--- config.mk ---
export PLATFORM = sky130hd
export DESIGN_NAME = ps2_mouse_position_tracker_top
export DESIGN_NICKNAME = d
export VERILOG_FILES = /design/src/hw/rtl/ps2mpt_pkg.sv /design/src/hw/rtl/ps2mpt_axis.sv /design/src/hw/rtl/ps2_mouse_position_tracker_top.sv
export SDC_FILE = /design/constraint.sdc
export NUM_CORES = 1
export LEC_CHECK = 0
export ABC_AREA = 0
export BUFFER_PORTS_ARGS = -buffer_cell sky130_fd_sc_hd__buf_2
export CORE_ASPECT_RATIO = 1.25
export CORE_MARGIN = 2
export CORE_UTILIZATION = 40
export CTS_BUF_LIST = sky130_fd_sc_hd__clkbuf_4
export CTS_CLUSTER_DIAMETER = 200
export DETAILED_ROUTE_END_ITERATION = 12
export GPL_ROUTABILITY_DRIVEN = 0
export PLACE_DENSITY_LB_ADDON = 0.1
export SLEW_MARGIN = 20
export SYNTH_ARGS = -nofsm -noshare
export SYNTH_HDL_FRONTEND = slang
export SYNTH_HIERARCHICAL = 1
export SYNTH_SLANG_ARGS = --single-unit
--- constraint.sdc ---
create_clock -name clock -period 4.92 [get_ports clock]
set_clock_uncertainty 0.05 [all_clocks]
set_input_delay 0.984 -clock clock [delete_from_list [all_inputs] [get_ports clock]]
set_output_delay 0.984 -clock clock [all_outputs]
set_load 0.05 [all_outputs]
--- src/hw/rtl/ps2mpt_pkg.sv ---
`default_nettype none
package ps2mpt_pkg;

   localparam int POS_BITS  = 12;
   localparam int CFG_BITS  = 12;
   localparam int BYTE_BITS = 8;
   localparam int WIDE_BITS = (CFG_BITS > POS_BITS) ? CFG_BITS + 1 : POS_BITS + 1;
   localparam int SUM_BITS  = POS_BITS + 2;
   localparam int CSR_IDX_BITS = 2;

   localparam logic [POS_BITS-1:0] POS_MAX = {POS_BITS{1'b1}};

   localparam logic [CSR_IDX_BITS-1:0] CSR_AREA_WIDTH  = CSR_IDX_BITS'(0);
   localparam logic [CSR_IDX_BITS-1:0] CSR_AREA_HEIGHT = CSR_IDX_BITS'(1);

   localparam logic [CFG_BITS-1:0] AREA_WIDTH_RST  = CFG_BITS'(800);
   localparam logic [CFG_BITS-1:0] AREA_HEIGHT_RST = CFG_BITS'(400);

   localparam int HDR_SYNC_BIT  = 3;
   localparam int HDR_XSIGN_BIT = 4;
   localparam int HDR_YSIGN_BIT = 5;

   typedef enum logic [1:0] {
      SLOT_HDR = 2'd0,
      SLOT_DX  = 2'd1,
      SLOT_DY  = 2'd2
   } slot_type;

   typedef struct packed {
      logic                 neg;
      logic [BYTE_BITS-1:0] mag;
   } delta_type;

   function automatic logic [POS_BITS-1:0] sat_pos(input logic [CFG_BITS-1:0] v);
      logic [WIDE_BITS-1:0] wide_v;
      wide_v = WIDE_BITS'(v);
      if (wide_v > WIDE_BITS'(POS_MAX)) begin
         return POS_MAX;
      end
      return wide_v[POS_BITS-1:0];
   endfunction

endpackage
`default_nettype wire

--- src/hw/rtl/ps2mpt_axis.sv ---
`default_nettype none
module ps2mpt_axis
   import ps2mpt_pkg::*;
(
   input  wire logic [POS_BITS-1:0] pos,
   input  wire delta_type           delta,
   input  wire logic [CFG_BITS-1:0] area,
   output logic      [POS_BITS-1:0] pos_next
);

   logic signed [SUM_BITS-1:0] sum;
   logic        [POS_BITS-1:0] lim;

   always_comb begin
      lim = sat_pos(area);
      sum = $signed(SUM_BITS'(pos)) + $signed(SUM_BITS'(delta.mag));
      if (delta.neg) begin
         sum = sum - $signed(SUM_BITS'(1 << BYTE_BITS));
      end
      if (sum[SUM_BITS-1]) begin
         pos_next = '0;
      end else if (sum[SUM_BITS-2:0] > (SUM_BITS-1)'(lim)) begin
         pos_next = lim;
      end else begin
         pos_next = sum[POS_BITS-1:0];
      end
   end

endmodule
`default_nettype wire

--- src/hw/rtl/ps2_mouse_position_tracker_top.sv ---
`default_nettype none
// channel | ports                          | transfer when
// --------+--------------------------------+-----------------------
// request | req_valid req_ready req_rx_byte | req_valid & req_ready
// result  | rsp_valid rsp_ready rsp_pos_x/y | rsp_valid & rsp_ready
// config  | csr_we csr_index csr_wdata     | csr_we
//
// One byte per cycle unless the output stalls; a result is registered in the cycle
// after the third byte of a good packet. req_ready drops only while a result is
// held and rsp_ready is low. Reset is synchronous: slot to header, area 800 x 400,
// position 800,400. A result register parts the two sides; no other buffering.
module ps2_mouse_position_tracker_top
   import ps2mpt_pkg::*;
(
   input  wire logic                    clock,
   input  wire logic                    reset,
   input  wire logic                    req_valid,
   output logic                         req_ready,
   input  wire logic [BYTE_BITS-1:0]    req_rx_byte,
   output logic                         rsp_valid,
   input  wire logic                    rsp_ready,
   output logic      [POS_BITS-1:0]     rsp_pos_x,
   output logic      [POS_BITS-1:0]     rsp_pos_y,
   input  wire logic                    csr_we,
   input  wire logic [CSR_IDX_BITS-1:0] csr_index,
   input  wire logic [CFG_BITS-1:0]     csr_wdata
);

   slot_type             slot_ff, slot_in;
   logic [BYTE_BITS-1:0] hdr_ff, hdr_in;
   logic [BYTE_BITS-1:0] dx_ff, dx_in;
   logic                 skip_ff, skip_in;
   logic [POS_BITS-1:0]  cur_x_ff, cur_x_in;
   logic [POS_BITS-1:0]  cur_y_ff, cur_y_in;
   logic [CFG_BITS-1:0]  area_w_ff, area_h_ff;
   logic                 rsp_valid_ff, rsp_valid_in;
   logic [POS_BITS-1:0]  rsp_x_ff, rsp_y_ff;
   logic                 accept, emit;
   delta_type            delta_x, delta_y;
   logic [POS_BITS-1:0]  new_x, new_y;

   assign req_ready = !rsp_valid_ff || rsp_ready;
   assign accept    = req_valid && req_ready;

   assign delta_x = '{neg: hdr_ff[HDR_XSIGN_BIT], mag: dx_ff};
   assign delta_y = '{neg: hdr_ff[HDR_YSIGN_BIT], mag: req_rx_byte};

   ps2mpt_axis u_axis_x (
      .pos      (cur_x_ff),
      .delta    (delta_x),
      .area     (area_w_ff),
      .pos_next (new_x)
   );

   ps2mpt_axis u_axis_y (
      .pos      (cur_y_ff),
      .delta    (delta_y),
      .area     (area_h_ff),
      .pos_next (new_y)
   );

   always_comb begin
      slot_in  = slot_ff;
      hdr_in   = hdr_ff;
      dx_in    = dx_ff;
      skip_in  = skip_ff;
      cur_x_in = cur_x_ff;
      cur_y_in = cur_y_ff;
      emit     = 1'b0;
      if (accept) begin
         if (skip_ff) begin
            // drop this byte to regain alignment
            skip_in = 1'b0;
            slot_in = SLOT_HDR;
         end else begin
            case (slot_ff)
               SLOT_DX: begin
                  dx_in   = req_rx_byte;
                  slot_in = SLOT_DY;
               end
               SLOT_DY: begin
                  slot_in = SLOT_HDR;
                  if (!hdr_ff[HDR_SYNC_BIT]) begin
                     skip_in = 1'b1;
                  end else begin
                     cur_x_in = new_x;
                     cur_y_in = new_y;
                     emit     = 1'b1;
                  end
               end
               default: begin
                  hdr_in  = req_rx_byte;
                  slot_in = SLOT_DX;
               end
            endcase
         end
      end
      rsp_valid_in = emit || (rsp_valid_ff && !rsp_ready);
   end

   always_ff @(posedge clock) begin
      if (reset) begin
         slot_ff      <= SLOT_HDR;
         hdr_ff       <= '0;
         dx_ff        <= '0;
         skip_ff      <= 1'b0;
         cur_x_ff     <= sat_pos(AREA_WIDTH_RST);
         cur_y_ff     <= sat_pos(AREA_HEIGHT_RST);
         area_w_ff    <= AREA_WIDTH_RST;
         area_h_ff    <= AREA_HEIGHT_RST;
         rsp_valid_ff <= 1'b0;
      end else begin
         slot_ff      <= slot_in;
         hdr_ff       <= hdr_in;
         dx_ff        <= dx_in;
         skip_ff      <= skip_in;
         cur_x_ff     <= cur_x_in;
         cur_y_ff     <= cur_y_in;
         rsp_valid_ff <= rsp_valid_in;
         if (csr_we && csr_index == CSR_AREA_WIDTH) begin
            area_w_ff <= csr_wdata;
         end
         if (csr_we && csr_index == CSR_AREA_HEIGHT) begin
            area_h_ff <= csr_wdata;
         end
      end
   end

   always_ff @(posedge clock) begin
      if (emit) begin
         rsp_x_ff <= new_x;
         rsp_y_ff <= new_y;
      end
   end

   assign rsp_valid = rsp_valid_ff;
   assign rsp_pos_x = rsp_x_ff;
   assign rsp_pos_y = rsp_y_ff;

`ifndef ASSERT_OFF
   a_stall_blocks_input: assert property (@(posedge clock) disable iff (reset)
      rsp_valid_ff && !rsp_ready |-> !req_ready)
      else $error("input taken while result stalled");

   a_skip_at_header: assert property (@(posedge clock) disable iff (reset)
      skip_ff |-> slot_ff == SLOT_HDR)
      else $error("skip pending outside header slot");

   a_result_from_packet: assert property (@(posedge clock) disable iff (reset)
      $rose(rsp_valid_ff) |-> $past(accept) && $past(slot_ff) == SLOT_DY && !$past(skip_ff))
      else $error("result without a completed packet");

   a_result_holds_position: assert property (@(posedge clock) disable iff (reset)
      rsp_valid_ff |-> rsp_x_ff == cur_x_ff && rsp_y_ff == cur_y_ff)
      else $error("held result differs from stored position");
`endif

endmodule
`default_nettype wire
# Yosys cells after proc, flatten, opt, wreduce, memory -nomap -nowiden
# Index checks and enable logic that the tools add are counted.
# word_totals
ff_bits	90
in_bits	27
out_inout_bits	26
elab_cells	50
# op_classes
n_addsub	4
order_cmp	2
eq_ne	3
muxes	15
bitwise_logic	2
reduce_logical	13
# ops
cell	count
$mux 12	4
$mux 14	2
$sub 14x10->14 const B	2
$add 12x8->13	2
$gt 13x12->1	2
$mux 1	7
$reduce_and 3->1	2
$eq 2x1->1 const B	2
$logic_and 1x1->1	4
$pmux 2 s2	1
$reduce_and 4->1	1
$eq 2x2->1 const B	1
$logic_not 1->1	2
$logic_not 2->1	1
$logic_or 1x1->1	2
$mux 2	1
$not 1->1	2
$reduce_or 2->1	1

# Logic depth before layout (Yosys ltp)
# Gate-level depths: netlist of the first run.
# logic_depth
word_depth	6
ltp_mapped	22
ltp_nobuf	21

# Modules after synthesis
# Netlist of the first run, hierarchy kept.
# modules_own_cells
module	instances	cells_per_inst	area_each_um2	seq_area_each_um2
ps2_mouse_position_tracker_top	1	305	3328.2	1981.9
ps2mpt_axis (u_axis_x)	1	156	1164.9	0.0
ps2mpt_axis (u_axis_y)	1	150	1161.1	0.0

# Least setup slack after synthesis of the first run
# Ideal clock, no wire load.
# synth_path
path_type	input -> register
startpoint	input req_rx_byte[0]
endpoint	register cur_y_ff[11]
setup_time_ns	0.072
arrival_ns	4.612
required_ns	4.798
setup_slack_ns	0.187
stages	21
n_path_buf	1
path_cell_list	ha_1 -> inv_1 -> fa_1 -> and2b_1 -> a221o_1 -> a21oi_4 -> xor2_1 -> ha_1 -> nand2_1 -> xor2_1 -> ha_1 -> and3_1 -> and3_1 -> o311ai_0 -> a22oi_1 -> a311o_1 -> buf_6 -> and2_4 -> a211oi_1 -> nand2b_1 -> mux2i_1
# synth_between
elab_chain_len	6
# synth_rtl
item	line	source
start: declaration	ps2_mouse_position_tracker_top.sv:19	input wire logic [BYTE_BITS-1:0] req_rx_byte,
$add 12x8->13 (*)	ps2mpt_axis.sv:16	sum = $signed(SUM_BITS'(pos)) + $signed(SUM_BITS'(delta.mag));
$sub 14x10->14	ps2mpt_axis.sv:18	sum = sum - $signed(SUM_BITS'(1 << BYTE_BITS));
$mux 14 (*)	ps2mpt_axis.sv:17	if (delta.neg) begin
$gt 13x12->1	ps2mpt_axis.sv:22	end else if (sum[SUM_BITS-2:0] > (SUM_BITS-1)'(lim)) begin
$mux 12	ps2mpt_axis.sv:22	
$mux 12 (*)	ps2mpt_axis.sv:20	if (sum[SUM_BITS-1]) begin
named net new_y[11]	ps2_mouse_position_tracker_top.sv:40	logic [POS_BITS-1:0] new_x, new_y;
end signal: assignment	ps2_mouse_position_tracker_top.sv:108	cur_y_ff <= sat_pos(AREA_HEIGHT_RST);
end signal: assignment	ps2_mouse_position_tracker_top.sv:118	cur_y_ff <= cur_y_in;
end: declaration	ps2_mouse_position_tracker_top.sv:34	logic [POS_BITS-1:0] cur_y_ff, cur_y_in;
# Mark *: on every way through the listed nets, which the timed path passes. The rest lies on a longest branch.
# A chain may end at the register's enable or synchronous reset.

# Worst setup path after layout of the first run
# layout_path
startpoint	input req_rx_byte[0]
endpoint	register cur_y_ff[0]
# The elaborated chain is that of the path after synthesis.

==> impl.org, run 1 <==
** GRT
- Global-route wire length before repair :: 22.39 mm
- GRT overflow :: 0
- The via count of the first global-routing pass was 4536.
- Initial antenna violation count :: 1
- Maximum number of pins on one net before global-route repair :: 67
- Across every metal layer, demand over resource in global routing totals 19.66%.

** Logic synthesis
- Avg Cell Area, Syn :: approximately 9.3 µm²
- Commonest register cell after synthesis :: dfxtp_1
- Summed over its instances, the top area cell type makes up 22.31% of the synthesized netlist area.
- Cell type contributing the most total cell area after synthesis :: dfxtp_1
- Mux cell area share after synthesis :: approximately a tenth
- By area the synthesized netlist is led by dfxtp_1, edfxtp_1, mux2i_1, ha_1, nand2b_1.
- Counting flops with an async set or reset pin after synthesis yields a share of 0%.
- The synthesized netlist occupies a cell area of 0.005654 mm².
- Main combinational cell family by area after synthesis :: simple AND/OR/NAND/NOR gates
- Number of flip-flops and latches in the synthesized netlist :: 87
- The synthesized netlist devotes 3.873% of its cell area to XOR and XNOR gates.
- Synthesis handed over a netlist of 611 instances.
- Number of different library cells in the post-synthesis netlist :: between 70 and 80
- Of the synthesized area, sequential elements account for a little over a third.
- The synthesized netlist devotes 10.67% of its cell area to adder and majority cells.
- In this run, synthesis inferred 24 flip-flops with an integrated enable.
- Mapped Nets :: 685
- Area fraction in and, or, nand and nor cells after synthesis :: 20.58%
- Yosys warns :: 6
- Post-synthesis compound-gate area fraction :: 13.32%

** Clock network
- The cell sitting at the root of the clock tree is a clkbuf_4.
- The H-tree was split into 3 levels.
- In this run, post-CTS hold repair placed 0 buffers.
- For this design, the sink count on the clock tree is 87.
- The clock reaches the later pin of the worst-skew pair after 0.46 ns.
- Clock Pin Slew Worst Setup and Hold Paths :: 0.14 ns
- In this run the deepest clock path goes through 2 buffers.
- Total CTS buffers :: 9
- Clock tree from TritonCTS :: yes

** Floorplanning
- The floorplan has 48 rows.
- Number of placed I/O pins :: 53
- The floorplan step defined a die boundary enclosing roughly 0.015 mm².
- Die outline width :: about 110 µm
- Core Area :: 0.01381 mm²
- From bottom edge to top edge, the die measures 136.9 µm.
- Once the floorplan was initialized, standard cells occupied 40.93% of the core.

** Setup path
- In this run the worst path has a maximum fanout of 4.
- Worst setup path start :: req_rx_byte[0]
- FF-to-FF Start :: dx_ff[0]
- For the worst setup path, the data arrival time is roughly 5.0 ns.
- STA classifies the critical path endpoint as a flip-flop.
- Kind of critical path :: input pin to flip-flop
- In this run the critical register-to-register path is captured at cur_x_ff[4].
- Instance count on the critical path :: 23
- On the worst path, the slowest cell contributes a delay of 0.37 ns.
- In this run the worst setup path terminates at cur_y_ff[0].
- The cell that appears most often on the critical path is ha_1.
- Grouping stages by cell kind, the critical path spends the most delay in compound AO/OA/AOI/OAI gates.
- On the critical path, the stage with the largest delay is an instance of a221o_1.
- Worst Reg-to-Reg Cells :: 20
- Worst reg-to-reg setup slack :: roughly 0.38 ns
- The worst setup path is launched from an input pin.
- At the worst endpoint, the required time is 5.26 ns.
- CP cell instances :: buf_2 -> ha_1 -> inv_1 -> fa_1 -> and2b_1 -> a221o_1 -> a21oi_4 -> xor2_2 -> ha_1 -> nand2_1 -> xor2_1 -> ha_1 -> and3_1 -> and3_1 -> o311ai_0 -> a22oi_1 -> a311o_1 -> buf_4 -> buf_4 -> mux2i_1 -> nor2_1 -> nand2b_1 -> mux2i_1
- Worst Path Buf+Inv :: 4

** STA
- Worst slew pin tran :: around 0.96 ns
- The count of final hold-check violations was 0.
- Setup violations remaining at the end of the flow were counted as 0.
- Hold timing on the final database bottoms out at a slack of 0.4192 ns.
- For this run, the top clock speed supported by timing is 0.2157 GHz.
- Setup repair after global routing left no endpoint under its margin.
- Sum Neg Setup Slack :: 0 ns
- Measured against its own limit, the worst slew margin works out to 36.17%.
- The number of pins exceeding their max-slew limit in the final report came to 0.
- Dividing the final minimum period by the clock period gives 94.23%.
- The smallest clock period supported by the final layout is computed as 4.636 ns.

** Route
- After detailed routing, the total wire length is approximately 14 mm.
- Detailed routing inserted a total of 4462 vias.
- In the routed layout, each cell is associated on average with a via count of 5.164.
- DRC errors left :: 0
- Before antenna repair, the detailed router went through 4 iterations.
- Remaining antenna violation count :: 0
- The first routing iteration left 201 violations.
- Post-detailed-route wirelength per cell :: about 16 µm

** Cells and area
- Fill cells in the final layout number about 1400.
- Most frequent standard cell in the layout excluding fill and tap cells :: dfxtp_1
- Multi-input logic area :: between 0.003 and 0.004 mm²
- The area growth from synthesis to layout is 13.26%.
- Storage element area :: 0.001982 mm²
- Number of nets in the final layout :: about 760
- Fraction of layout cells with a size suffix above 1 :: 19.77%
- Commonest cells after routing, fill and taps aside :: dfxtp_1, nand2_1, mux2i_1

** Power
- Static Leakage :: 2.681 nW
- VDD sags by at most 0.0001051 V.
- Power density cells :: 245.6 mW/mm²

** Placement
- Final HPWL from detailed placement :: 10.67 mm
- Port Buffers :: 52

** Status
- Outcome :: completed

** Job
- Across the run, the number of max-cap violations was 0.

** Min path
- The min-delay analysis places its worst path in the category flip-flop to flip-flop.
[repair_timing]
item	4_1_cts	5_1_grt
setup buffers	0	5
endpoints found under the setup margin	0	34
hold endpoints to repair	0	0
gates resized for setup	0	4
[cells by family after synthesis]
kind of cell / Yosys count
xor gates and xnor gates: 25
AOI/OAI and AO/OA: 102
DFF: 87
adders and majority gates: 47
and+or+nand+nor: 222
muxes: 59
buffers and inverters: 69
[report_power, final]
| group | switching, W | internal (W) |
|---|---|---|
| combinational | 0.000194 | 0.000182 |
| sequential | 0.0000149 | 0.000756 |
| clock | 0.000269 | 0.000157 |
| total | 0.000478 | 0.00109 |
[per-layer routing]
metal | wire (µm) | GRT usage [%] | vias to the layer above | part of all wire (%)
met2 | 7712 | 37.36 | 47 | 55
li1 | - | - | 2275 | -
met4 | 266 | 7.292 | 0 | 1.9
met5 | 0 | 0 | - | 0
met3 | 286 | 3.286 | 13 | 2.0
met1 | 5748 | 21.38 | 2127 | 41
[layout make-up]
class                      count  area share (%)
multi-input combinational    456           52.79
tap                          175           3.419
sequential                    87           30.95
timing repair buffer          87           8.167
inverter                      42           2.462
clock inverter                 7           1.114
clock buffer                   9           1.055
antenna                        1         0.03908
[worst reg2reg max path, stage by stage, from the launching register on]
cell	delay [ns]
dfxtp_1	0.36
ha_1	0.17
inv_1	0.05
fa_1	0.43
and4b_1	0.36
a2111oi_4	0.07
o21bai_1	0.18
a2111oi_0	0.12
o311ai_1	0.54
xor2_1	0.32
ha_1	0.31
nand3_1	0.12
a21oi_1	0.06
a211oi_1	0.26
buf_4	0.19
o211ai_4	0.14
buf_4	0.19
mux2i_1	0.10
nor2_1	0.22
nand2b_1	0.08
mux2i_1	0.13
[synth_stat cells (3+ instances only)]
library cell   n
and3_1         6
nand2_1       61
nor2_2         4
clkbuf_1      12
edfxtp_1      24
nand4_1        6
buf_2          8
nand3b_1       8
nor2_1        44
inv_1         41
a21oi_1       42
a21o_1         8
o21ai_0       10
nand2b_1      57
xnor2_1       16
ha_1          45
mux2i_1       59
dfxtp_1       63
o211ai_1       3
a211oi_1       3
a211oi_2       3
nand3_1       13
xor2_1         9
[registers in the layout, indices dropped and copies added (netlist names)]
register	cells
area_h_ff	12
area_w_ff	12
cur_x_ff	12
cur_y_ff	12
rsp_pos_x	12
rsp_pos_y	12
dx_ff	8
hdr_ff	3
slot_ff	2
rsp_valid	1
skip_ff	1
[through the flow]
step / worst slack (ns) / std cells / area, µm² / util (%) / total power, W
floorplan: 0.1867 / 611 / 5654 / - / 0.001044
global route: 0.01197 / 864 / 6404 / 46.36 / 0.001665
global placement: -0.1453 / 841 / 6173 / 44.69 / 0.001120
CTS: 0.03774 / 857 / 6312 / 45.70 / 0.001562
detailed placement: -0.2464 / 841 / 6173 / 44.69 / 0.001129
finish: 0.2839 / 864 / 6404 / 46.36 / 0.001573
[worst min path at each step]
stage | start | end | slack, ns | cells after the start
2_1_floorplan | area_h_ff[11] | area_h_ff[11] | 0.39 | 2
3_3_place_gp | area_h_ff[1] | area_h_ff[1] | 0.40 | 2
3_5_place_dp | area_h_ff[11] | area_h_ff[11] | 0.41 | 2
4_1_cts | area_h_ff[11] | area_h_ff[11] | 0.43 | 2
5_1_grt | area_h_ff[1] | area_h_ff[1] | 0.46 | 2
6_report | area_h_ff[11] | area_h_ff[11] | 0.42 | 2
No activity file was read; power rests on OpenSTA's default activity.
==> inputs of run 2 (changes only) <==
--- a/config.mk
+++ b/config.mk
@@ -7,9 +7,11 @@
 export LEC_CHECK = 0
 export ABC_AREA = 0
 export BUFFER_PORTS_ARGS = -buffer_cell sky130_fd_sc_hd__buf_2
+export CELL_PAD_IN_SITES_DETAIL_PLACEMENT = 2
+export CELL_PAD_IN_SITES_GLOBAL_PLACEMENT = 2
 export CORE_ASPECT_RATIO = 1.25
 export CORE_MARGIN = 2
-export CORE_UTILIZATION = 40
+export CORE_UTILIZATION = 35
 export CTS_BUF_LIST = sky130_fd_sc_hd__clkbuf_4
 export CTS_CLUSTER_DIAMETER = 200
 export DETAILED_ROUTE_END_ITERATION = 12
==> constraint.sdc (replaced) <==
create_clock -name clock -period 4.92 [get_ports clock]
set_clock_uncertainty 0.05 [all_clocks]
set_input_delay 0.984 -clock clock [delete_from_list [all_inputs] [get_ports clock]]
set_output_delay 0.984 -clock clock [all_outputs]
set_load 0.005 [all_outputs]
==> impl.org, run 2 (synthesized netlist as in run 1, its figures left out) <==
** STA
- Final number of max-transition violations :: 0 (unchanged)
- The actual slew at the worst max-slew pin was 0.8465 ns (-0.1109 ns).
- The worst hold margin came to 0.4267 ns (+0.007458 ns).
- Slew HR :: 43.56% (+7.4 points)
- The count of final hold-check violations came to 0 (unchanged).
- Final period demand of the worst path :: 4.763 ns (+0.1264 ns)
- The worst setup slack after layout came to 0.1575 ns (-0.1264 ns).
- Period utilisation layout :: 96.80% (+2.6 points)
- Final setup violating endpoints :: 0 (unchanged)
- The maximum clock rate was 0.2100 GHz (-2.7%).

** GRT
- GRT Total Usage :: 20.75% (+1.1 points)
- The via count of the first global-routing pass came to 5171 (+14%).
- Global-route wire length before repair :: 28.06 mm (+25%)
- The initial antenna violation count was 1 (unchanged).
- The leftover overflow at the end of global routing came to 0 (unchanged).
- The maximum number of pins on one net before global-route repair was 73 (+9.0%).

** Power
- The switching power share of the total is 30.36% (-0.034 points).
- Total internal power :: 0.001159 W (+5.9%)
- Overall power after layout :: 0.001664 W (+5.8%)
- The clock network fraction of total power came to 29.1% (+2.0 points).
- Switching power summed over all nets :: 0.0005053 W (+5.7%)
- The ratio of total power to cell area is 252.8 mW/mm² (+2.9%).
- The power share of the sequential group is 46.4% (-2.6 points).
- The reported leakage power is 2.726 nW (+1.7%).
- Part of the power in combinational logic :: 24.5% (+0.6 points)
- Peak supply drop :: 0.0001153 V (+9.8%)

** Setup path
- The most critical setup path has its endpoint at rsp_pos_y[11].
- The endpoint identified for the worst register-to-register timing path is cur_x_ff[8].
- Worst reg-to-reg setup slack :: 0.23 ns (-0.15 ns)
- FF-to-FF Start :: cur_x_ff[0]
- The critical-path maximum fanout was 14 (+10).
- By startpoint and endpoint, the worst setup path is classified as input pin to flip-flop.
- The worst reg2reg path depth was 20 (unchanged).
- Critical Path End Type :: flip-flop
- Crit path launch type :: input pin
- Data required, critical path :: 5.11 ns (-0.15 ns)
- The endpoint arrival time on the critical path was 4.95 ns (-0.03 ns).
- Worst setup path start :: req_rx_byte[0]

** Placement
- The worst setup timing slack at the placement stage was -0.3429 ns (-0.09654 ns).
- Port Buffers :: 52 (unchanged)
- The standard cell area after detailed placement came to 0.006267 mm² (+1.5%).
- Final HPWL from detailed placement :: 13.57 mm (+27%)

** Cells and area
- The share of the core filled with cells in the final layout is 41.94% (-4.4 points).
- Number of nets in the final layout :: 761 (+0.53%)
- The share of cells above drive strength 1 came to 21.53% (+1.8 points).
- The final-layout fill cell count is 1794 (+30%).
- Commonest cells after routing, fill and taps aside :: dfxtp_1, nand2_1, mux2i_1
- Most frequent standard cell in the layout excluding fill and tap cells :: dfxtp_1
- Final Instance Area :: 0.006584 mm² (+2.8%)
- From synthesis to final layout, the design area changed by 16.44%.

** Floorplanning
- The count of pins on the block boundary is 53 (unchanged).
- The die width was 117.7 µm (+6.7%).
- The row count is 51 (+6.3%).
- The die outline height was 146.1 µm (+6.7%).
- Initial Util :: 36.02% (-4.9 points)
- The full die area came to 0.01719 mm² (+14%).
- The area of the core region was 0.01570 mm² (+14%).

** Clock network
- The clock latency at the later pin of the worst-skew pair came to 0.47 ns (about the same).
- The H-tree depth is 3 (unchanged).
- The maximum clock path buffer count is 2 (unchanged).
- Clock Pin Slew Worst Setup and Hold Paths :: 0.14 ns (about the same)
- Root Buffer Master :: clkbuf_4
- Clock tree from TritonCTS :: yes
- The total clock sinks is 87 (unchanged).
- The post-cts hold buffer count came to 0 (unchanged).
- Total CTS buffers :: 9 (unchanged)

** Route
- The number of antenna-violating nets in the routed design is 0 (unchanged).
- The number of DRC violations after detailed-routing iteration 0 came to 146 (-27%).
- The number of DRC violations after detailed routing came to 0 (unchanged).
- Final wirelength :: 17.64 mm (+26%)
- The detailed-routing iteration count for the pre-antenna-repair pass is 4 (unchanged).
- Post-detailed-route wirelength per cell :: 19.49 µm (+20%)
- The vias per cell is 5.169 (about the same).
- Detailed-route via count :: 4678 (+4.8%)

** Job
- Maximum capacitance violations :: 0 (unchanged)

** Status
- Outcome :: completed

** Min path
- In this run the worst hold path is classified as flip-flop to flip-flop.
==> run 2: metrics by stage <==
| stage | setup TNS, ns | std cells |
|---|---|---|
| floorplan | 0 | 611 |
| global placement | -0.2920 | 882 |
| detailed placement | -3.086 | 882 |
| CTS | 0 | 901 |
| global route | -0.1398 | 905 |
| finish | 0 | 905 |
==> run 2: how the worst min path moves through the flow <==
stage | from | slack, ns | cells after the start | end
floorplan | area_h_ff[11] | 0.39 | 2 | area_h_ff[11]
global placement | area_w_ff[1] | 0.40 | 2 | area_w_ff[1]
detailed placement | area_h_ff[11] | 0.41 | 2 | area_h_ff[11]
CTS | area_h_ff[11] | 0.43 | 2 | area_h_ff[11]
global route | area_h_ff[11] | 0.45 | 2 | area_h_ff[11]
finish | area_h_ff[11] | 0.43 | 2 | area_h_ff[11]
==> run 2: critical path, stage by stage <==
cell      delay, ns
buf_2          0.11
ha_1           0.18
inv_1          0.07
fa_1           0.18
and2b_1        0.21
buf_4          0.14
a221oi_2       0.31
o21ai_2        0.12
and3_1         0.20
a32oi_2        0.20
xor2_1         0.19
ha_1           0.28
and3_1         0.23
and3_1         0.22
o311ai_0       0.10
a22oi_1        0.15
a311o_1        0.38
buf_12         0.17
mux2i_1        0.25
a211oi_4       0.11
buf_4          0.15
==> run 2: per-layer routing <==
| metal | vias to the layer above | routed length, µm | track usage, % |
|---|---|---|---|
| met5 | - | 0 | 0 |
| met4 | 0 | 477 | 7.530 |
| met3 | 21 | 248 | 3.164 |
| met2 | 37 | 9915 | 40.73 |
| met1 | 2348 | 6993 | 22.10 |
| li1 | 2272 | - | - |
==> run 2: what timing repair did <==
action,in CTS,in global routing
gates cloned,0,0
pin swaps,1,6
buffers inserted,3,3
gates resized for setup,0,16
setup endpoints to repair,1,26
==> run 2: power groups by stage <==
stage,Combinational [W],Sequential (W),Clock [W]
floorplan,0.000261,0.000781,0
detailed placement,0.000359,0.000789,0
global route,0.000444,0.000776,0.000533
finish,0.000407,0.000773,0.000484
global placement,0.000345,0.000788,0
CTS,0.000383,0.000774,0.000504
==> run 2: area by class of cell <==
| type | instances | area, µm² | area share (%) |
|---|---|---|---|
| antenna | 1 | 2.502 | 0.03801 |
| clock buffer | 9 | 67.56 | 1.026 |
| clock inverter | 7 | 95.09 | 1.444 |
| inverter | 42 | 157.7 | 2.395 |
| multi-input combinational | 455 | 3422 | 51.98 |
| sequential | 87 | 1982 | 30.10 |
| tap | 212 | 265.3 | 4.029 |
| timing repair buffer | 92 | 591.8 | 8.989 |
